<file path="src/sv/swps_pkg.sv">
// ============================================================================
// swps_pkg
// Shared command and status types for the sliding window peak spread core.
// ============================================================================
package swps_pkg;

    // Width of the window length register.
    localparam int WinCfgBits = 11;

    // Commands from the controller to the datapath.
    typedef struct packed {
        logic load;      // Capture the accepted input beat.
        logic cfg_wr;    // Write the window length and clear the sequence.
        logic rd_back;   // Read the back of both queues instead of the front.
        logic evict_ck;  // Drop stale entries from the queue fronts.
        logic pop_ck;    // Drop dominated entries from the queue backs.
        logic push;      // Append the current sample to both queues.
        logic front_ck;  // Update the best spread and advance the ring slot.
        logic emit;      // Load the result register and clear the sequence.
    } swps_cmd_t;

    // Status from the datapath to the controller.
    typedef struct packed {
        logic evict_hit; // At least one queue dropped a front entry.
        logic pop_hit;   // At least one queue dropped a back entry.
        logic last;      // The held beat closes the sequence.
        logic out_busy;  // The result register cannot take a new result.
    } swps_status_t;

endpackage

</file>
<file path="src/sv/swps_ctrl.sv">
// ============================================================================
// swps_ctrl
// Sequencer that steps one sample through queue maintenance and spread update.
// ============================================================================
module swps_ctrl
    import swps_pkg::*;
(
    input  logic         clk,
    input  logic         rst_n,
    input  logic         s_tvalid,
    output logic         s_tready,
    input  logic         cfg_valid,
    output logic         cfg_ready,
    input  swps_status_t status,
    output swps_cmd_t    cmd
);

    typedef enum logic [3:0] {
        ST_IDLE,
        ST_EVICT_RD,
        ST_EVICT_CK,
        ST_POP_RD,
        ST_POP_CK,
        ST_PUSH,
        ST_FRONT_RD,
        ST_FRONT_CK,
        ST_OUT
    } state_t;

    state_t state_reg;
    state_t state_next;

    assign cfg_ready = (state_reg == ST_IDLE);
    assign s_tready  = (state_reg == ST_IDLE) && !cfg_valid;

    always_comb
    begin
        cmd        = '0;
        state_next = state_reg;
        case (state_reg)
            ST_IDLE:
            begin
                cmd.cfg_wr = cfg_valid;
                cmd.load   = s_tvalid && !cfg_valid;
                if (s_tvalid && !cfg_valid)
                begin
                    state_next = ST_EVICT_RD;
                end
            end
            ST_EVICT_RD:
            begin
                state_next = ST_EVICT_CK;
            end
            ST_EVICT_CK:
            begin
                cmd.evict_ck = 1'b1;
                state_next   = status.evict_hit ? ST_EVICT_RD : ST_POP_RD;
            end
            ST_POP_RD:
            begin
                cmd.rd_back = 1'b1;
                state_next  = ST_POP_CK;
            end
            ST_POP_CK:
            begin
                cmd.pop_ck = 1'b1;
                state_next = status.pop_hit ? ST_POP_RD : ST_PUSH;
            end
            ST_PUSH:
            begin
                cmd.push   = 1'b1;
                state_next = ST_FRONT_RD;
            end
            ST_FRONT_RD:
            begin
                state_next = ST_FRONT_CK;
            end
            ST_FRONT_CK:
            begin
                cmd.front_ck = 1'b1;
                state_next   = status.last ? ST_OUT : ST_IDLE;
            end
            ST_OUT:
            begin
                if (!status.out_busy)
                begin
                    cmd.emit   = 1'b1;
                    state_next = ST_IDLE;
                end
            end
            default:
            begin
                state_next = ST_IDLE;
            end
        endcase
    end

    always_ff @(posedge clk or negedge rst_n)
    begin
        if (!rst_n)
        begin
            state_reg <= ST_IDLE;
        end
        else
        begin
            state_reg <= state_next;
        end
    end

endmodule

</file>
<file path="config.mk">
export PLATFORM = sky130hd
export DESIGN_NAME = swps_ctrl
export DESIGN_NICKNAME = d
export VERILOG_FILES = /design/src/sv/swps_pkg.sv /design/src/sv/swps_ctrl.sv
export SDC_FILE = /design/constraint.sdc
export NUM_CORES = 1
export LEC_CHECK = 0
export BUFFER_PORTS_ARGS = -buffer_cell sky130_fd_sc_hd__buf_2
export CORE_AREA = 2 2 39 41
export DETAILED_ROUTE_END_ITERATION = 12
export DIE_AREA = 0 0 41 43
export GPL_TIMING_DRIVEN = 0
export PLACE_DENSITY = 0.56
export SLEW_MARGIN = 20
export SYNTH_ARGS = -nofsm -noshare
export SYNTH_HDL_FRONTEND = slang
export SYNTH_SLANG_ARGS = --single-unit
</file>
<file path="constraint.sdc">
create_clock -name clk -period 1.48 [get_ports clk]
set_input_delay 0.074 -clock clk [delete_from_list [all_inputs] [get_ports clk]]
set_output_delay 0.074 -clock clk [all_outputs]
set_load 0.05 [all_outputs]
</file>
# After elaboration in Yosys (flattened, before gate mapping)
# Cells that the tools add are included.
word_totals:
  register_bits: 4
  in_bits: 8
  out_inout_bits: 10
  word_cells: 30
classes:
  n_eq_ne: 10
  n_mux: 14
  n_reduce_logical: 5
ops:
  columns: ["cell", "count"]
  rows:
  - ["$pmux W4 S9", 1]
  - ["$eq A4 B3 Y1 const B", 4]
  - ["$mux W4", 3]
  - ["$eq A4 B2 Y1 const B", 2]
  - ["$mux W1", 7]
  - ["$eq A4 B1 Y1 const B", 1]
  - ["$eq A4 B4 Y1 const B", 1]
  - ["$logic_not A4 Y1", 1]
  - ["$mux W2", 2]
  - ["$mux W3", 1]
  - ["$logic_and A1 B1 Y1", 2]
  - ["$ne A2 B1 Y1 const B", 1]
  - ["$ne A2 B2 Y1 const B", 1]
  - ["$reduce_and A2 Y1", 1]
  - ["$logic_not A1 Y1", 1]

# Depth between registers and ports, before layout
# Gate-level depths: netlist (run 1).
depth:
  word_depth: 4
  ltp_mapped: 4

# Worst setup path before layout (run 1)
# Ideal clock, no wire load.
synth_path:
  kind: "register to output"
  from: "register state_reg[0]"
  to: "output cmd[4] (netlist bit)"
  t_arrival_ns: 2.191
  required_ns: 1.406
  slack_ns: -0.785
  stages_incl_launch_ff: 3
  n_path_buf: 1
  cell_sequence: "dfrtp_1 -> buf_2 -> nor4b_1"
synth_lines:
  columns: ["element", "line_no", "rtl"]
  rows:
  - ["start, declared", "swps_ctrl.sv:30", "state_t state_reg;"]
  - ["start signal, assigned", "swps_ctrl.sv:106", "state_reg <= state_next;"]
  - ["end, declared", "swps_ctrl.sv:15", "output swps_cmd_t cmd"]

==> impl_metrics.tcl, run 1 <==
set metrics [dict create \
    htree_levels 1 \
    hold_violations 0 \
    layout.nets 70 \
    clock_sinks 4 \
    die_w_um 41 \
    synth-seq-cells 4 \
    vdd_ir_drop_max_v 0.001093 \
    min_path_type "input pin to flop" \
    drive_above_1_share_pct 71.67 \
    wl_per_cell_um 11.29 \
    min_from "status[1]" \
    leakage_nw 0.2701 \
    post-route-period-util_pct 108.0 \
    synthTopCellsByArea "dfrtp_1 36%, nor4b_1 6.3%, nor2_1 5.4%" \
    critPathCaptureType "output port" \
    power_density_mw_per_mm2 2356 \
    drt_iter0_markers 3 \
    worstSetupPathType "flop to output port" \
    grtUsageTotal_pct 11.56 \
    io_pins 18 \
    drt-vias-per-instance 4.592 \
    antenna_found_initial 0 \
    num_vias 349 \
    startpoint "state_reg[0]$_DFFE_PN0P_" \
    ff2ff_setup_slack_ns 0.32 \
    r2r-start "state_reg[2]$_DFFE_PN0P_" \
    path_clk_slew_ns 0.04 \
    overflow 0 \
    period_needed_ns 1.599 \
    std_cell_rows 14 \
    grt_pass1_vias 339 \
    diodes 0 \
    r2r_cells 4 \
    required_ns 1.41 \
    initial_core_util_pct 20.25 \
    synth_nets 41 \
    rsz0062_at_grt "yes" \
    synth_top_family_by_area "simple AND/OR/NAND/NOR gates" \
    fill_cells 144 \
    globalplace.congestion 0.6879 \
    ant_nets 0 \
    yosys-mux-area-fraction_pct 0 \
    cts_buffers 3 \
    portBuffers 17 \
    synth_compound_area_share_pct 14.29 \
    ys.flop_type "dfrtp_1" \
    synth-xor-area-share_pct 0 \
    cts_tree "yes" \
    synth_largest_area_cell "dfrtp_1" \
    dieArea_mm2 0.001763 \
    place_ws_ns -0.03238 \
    largest_reg_flops 4 \
    regArea_um2 101.3 \
    crit_path_max_fanout 3 \
    netlist-cell-type-count 22 \
    netlist_area_um2 280.3 \
    violations "negative setup slack" \
    grt_start_max_net_pins 11 \
    placeableCoreArea_mm2 0.001384 \
    multi_input_area_um2 216.5 \
    synthSimpleGateAreaFrac_pct 39.73 \
    fin_hold_ws_ns 0.07230 \
    fmax_mhz 625.3 \
    grt_pass1_wl_mm 1.331 \
    area_delta_synth_final_pct 111.6 \
    cts_buffer_depth 2 \
    dr.pass1.iters 3 \
    maxCapViolCount 0 \
    synthAdderAreaFrac_pct 0 \
    ys_warn_count 0 \
    worst_pin_slew_ns 0.2377 \
    async_reset_ff_share_pct 100.0 \
    post-route-util_pct 42.86 \
    syn_inst 33 \
    remaining_drc_errors 0 \
    synth_edf_count 0 \
    synth_top_area_share_pct 35.71 \
    yosysSeqAreaShare_pct 35.71 \
    fin_skew_ns 0.001924 \
    r2r_end "state_reg[2]$_DFFE_PN0P_" \
    layout_setup_ws_ns -0.1191 \
    slew_viol_final 0 \
    hpwl_um 531.6 \
    synth_area_per_cell_um2 8.493 \
    slew_headroom_pct 84.00 \
    cp.arrival_ns 1.53 \
    clkLatencyLatePin_ns 0.24 \
    synth_top_cells_by_count "4 x dfrtp_1, 4 x nor2_1" \
    tns_ns -0.2949 \
    drt-total-wl_um 858 \
    cts_root_buf "clkbuf_4" \
    die_height_um 43 \
    startpoint_type "flop" \
    cp-endpoint "cmd[6]" \
    outcome "complete, but fails checks" \
    finalSetupViolCount 4 \
    power_mw 1.398 \
]
## power breakdown
part	switching, mW	internal (mW)	total [mW]
Sequential	0.0257	0.159	0.184
Combinational	0.635	0.441	1.08
Clock	0.0462	0.0908	0.137
## cells in the final DEF, fill, tap and decap left out, types with 2 or more instances in the layout
| master | count |
|---|---|
| buf_8 | 2 |
| buf_4 | 10 |
| nor2_2 | 3 |
| buf_2 | 8 |
| a21oi_1 | 2 |
| dfrtp_1 | 3 |
| clkbuf_4 | 3 |
| nand2b_1 | 2 |
| buf_6 | 6 |
## logic make-up (layout without fill, tap and decap cells)
family                 count (synthesis)  count (layout)
buffers and inverters                  5              32
AOI/OAI and AO/OA                      6               6
DFF                                    4               4
and+or+nand+nor                       18              18
## layer usage
metal	track usage (%)	vias to the layer above	part of all wire [%]
met5	0	-	0
li1	-	171	-
met2	16.88	20	51
met1	13.55	158	37
met4	4.000	0	0
met3	6.806	0	12
## worst min-delay path by stage
stage          slack [ns]                       end  cells after the start
6_report             0.07  state_reg[3]$_DFFE_PN0P_                      2
5_1_grt              0.07  state_reg[3]$_DFFE_PN0P_                      2
4_1_cts              0.06  state_reg[3]$_DFFE_PN0P_                      2
3_5_place_dp        -0.12  state_reg[0]$_DFFE_PN0P_                      1
3_3_place_gp        -0.12  state_reg[0]$_DFFE_PN0P_                      1
2_1_floorplan       -0.22  state_reg[0]$_DFFE_PN0P_                      0
## through the flow
stage	instance area [um^2]	std cells
floorplan	314.1	33
global placement	419.2	66
detailed placement	419.2	66
CTS	536.8	74
global route	593.1	76
finish	593.1	76
## final cells by class
class	count	share of cell area, %
Clock buffer	3	3.797
Multi-Input combinational cell	24	36.50
Inverter	2	1.688
Sequential cell	4	17.09
Tap cell	16	3.376
Buffer	2	2.110
Timing Repair Buffer	25	35.44
## worst max-delay path, stage by stage, from the launching register on
cell and delay [ns]:
dfrtp_1 0.37, or4_4 0.58, inv_4 0.08, and2_4 0.14
buf_8 0.13
## timing repair
item                                    CTS  global route
buffers inserted                          4             3
pin swaps                                 1             3
endpoints found under the setup margin    5             8
endpoints found under the hold margin     4             0
hold buffers                              1             0
cloned                                    0             0
gates resized for setup                  16            15
(Power assumes the default switching activity.)
==> run 2: changes to the inputs <==
- CELL_PAD_IN_SITES_DETAIL_PLACEMENT: default -> 0
- CELL_PAD_IN_SITES_GLOBAL_PLACEMENT: default -> 1
- CTS_CLUSTER_SIZE: default -> 12
- PLACE_DENSITY: 0.56 -> 0.71
- SKIP_LAST_GASP: default -> 1
==> run 2 against run 1 <==
  * The run still ends with negative setup slack left
  * Sequential cell count stayed put
  * Combinational power fell by 9.7%
  * Clock-buffer cell count unchanged
  * Global-route usage decreased by 0.39 points
  * Clock power barely moved
  * Design area down 5.9%
  * Register-to-register slack improved by 0.06 ns
  * Sequential share of layout area grew 1.1 points
==> impl_metrics.tcl, run 2 (synthesis gave the netlist of run 1 again) <==
set metrics [dict create \
    routed-wl-met2_um 334 \
    cts_buffers 3 \
    ant_nets 0 \
    layout_setup_ws_ns -0.1054 \
    final_common_cell "buf_2" \
    clock_sinks 4 \
    area_delta_synth_final_pct 99.11 \
    drt_iter0_markers 10 \
    highest_layer "met4" \
    power_mw 1.298 \
    crit_path_max_fanout 3 \
    placeableCoreArea_mm2 0.001384 \
    place_ws_ns -0.03218 \
    std_cell_rows 14 \
    htree_levels 1 \
    grt_pass1_wl_mm 1.269 \
    diodes 0 \
    worstSetupPathType "flop to output port" \
    multi_input_area_um2 219.0 \
    slew_headroom_pct 81.81 \
    drive_above_1_share_pct 70.18 \
    portBuffers 17 \
    worst_pin_slew_ns 0.2704 \
    startpoint_type "flop" \
    place_area_um2 419.2 \
    violations "negative setup slack" \
    io_pins 18 \
    grt_start_max_net_pins 11 \
    dr.pass1.iters 3 \
    post-route-util_pct 40.33 \
    fmax_mhz 630.7 \
    fin_area_um2 558.0 \
    regArea_um2 101.3 \
    num_vias 334 \
    power_density_mw_per_mm2 2326 \
    post-route-period-util_pct 107.1 \
    hpwl_um 495.3 \
    min_path_type "input pin to flop" \
    cp.arrival_ns 1.51 \
    drt-vias-per-instance 4.575 \
    drt-total-wl_um 728 \
    maxCapViolCount 0 \
    rsz0062_at_grt "yes" \
    layout.nets 67 \
    overflow 0 \
    remaining_drc_errors 0 \
    antenna_found_initial 0 \
    mostFrequentLayoutCells "10 x buf_2, 5 x buf_4, 5 x clkbuf_4" \
    fill_cells 145 \
    met3_length_um 60 \
    die_w_um 41 \
    slew_viol_final 0 \
    path_clk_slew_ns 0.04 \
    globalplace.congestion 0.6710 \
    finalSetupViolCount 5 \
    cts_tree "yes" \
    cts_root_buf "clkbuf_4" \
    vdd_ir_drop_max_v 0.0009264 \
    period_needed_ns 1.585 \
    wl_met1_um 318 \
    hold_violations 0 \
    die_height_um 43 \
    grtUsageTotal_pct 11.17 \
    dieArea_mm2 0.001763 \
    largest_reg_flops 4 \
    clkLatencyLatePin_ns 0.24 \
    wl_per_cell_um 9.973 \
    critPathCaptureType "output port" \
    outcome "complete, but fails checks" \
    grt_pass1_vias 329 \
    required_ns 1.41 \
    leakage_nw 0.2586 \
    cts_buffer_depth 2 \
    initial_core_util_pct 20.25 \
    tns_ns -0.2598 \
    fin_skew_ns 0.001283 \
]
run 2: cell types whose count changed in the layout (fill, tap and decap cells not counted), moves of 2 or more:
cell	change
clkbuf_4	+2
buf_4	-5
buf_2	+2
buf_6	-2
run 2: power by group:
group          switching (mW)  internal (mW)
Combinational           0.603          0.372
Clock                  0.0468         0.0908
Sequential             0.0267          0.159
Total                   0.677          0.622
run 2: layout make-up:
| cell class | count | area share (%) |
|---|---|---|
| Multi-Input combinational cell | 24 | 39.24 |
| Timing Repair Buffer | 22 | 31.39 |
| Sequential cell | 4 | 18.16 |
| Clock buffer | 3 | 4.036 |
| Tap cell | 16 | 3.587 |
| Buffer | 2 | 2.242 |
| Inverter | 2 | 1.345 |
run 2: per-stage QoR:
stage               hold WS, ns  instances
floorplan               -0.2216         33
global placement        -0.1171         66
detailed placement      -0.1184         66
CTS                     0.06865         73
global route            0.07498         73
finish                  0.07457         73
run 2: what timing repair did:
action | 4_1_cts | 5_1_grt
gates resized for setup | 12 | 14
hold buffers | 1 | 0
endpoints found under the setup margin | 5 | 10
pin swaps | 1 | 2
setup buffers | 3 | 1
hold endpoints to repair | 4 | 0
run 2: path summary, 6_finish.rpt:
check                                    startpoint                  endpoint  slack, ns  depth (start not counted)
max                        state_reg[0]$_DFFE_PN0P_                    cmd[6]      -0.11                          4
min                                       status[1]  state_reg[3]$_DFFE_PN0P_       0.07                          2
max reg2reg                state_reg[0]$_DFFE_PN0P_  state_reg[2]$_DFFE_PN0P_       0.38                          3
min reg2reg                state_reg[3]$_DFFE_PN0P_  state_reg[0]$_DFFE_PN0P_       0.61                          2
max in group asynchronous                     rst_n  state_reg[3]$_DFFE_PN0P_       1.18                          2
min in group asynchronous                     rst_n  state_reg[0]$_DFFE_PN0P_       0.17                          2
run 2: critical path: stages (launching register included):
cell	delay (ns)
dfrtp_1	0.37
or4_4	0.56
inv_2	0.07
and2_4	0.14
buf_8	0.13
run 2: routing by layer:
layer | global-route usage, % | vias to the layer above
met5 | 0 | -
met4 | 10.00 | 0
met3 | 4.712 | 2
met2 | 14.37 | 16
met1 | 13.27 | 150
li1 | - | 166
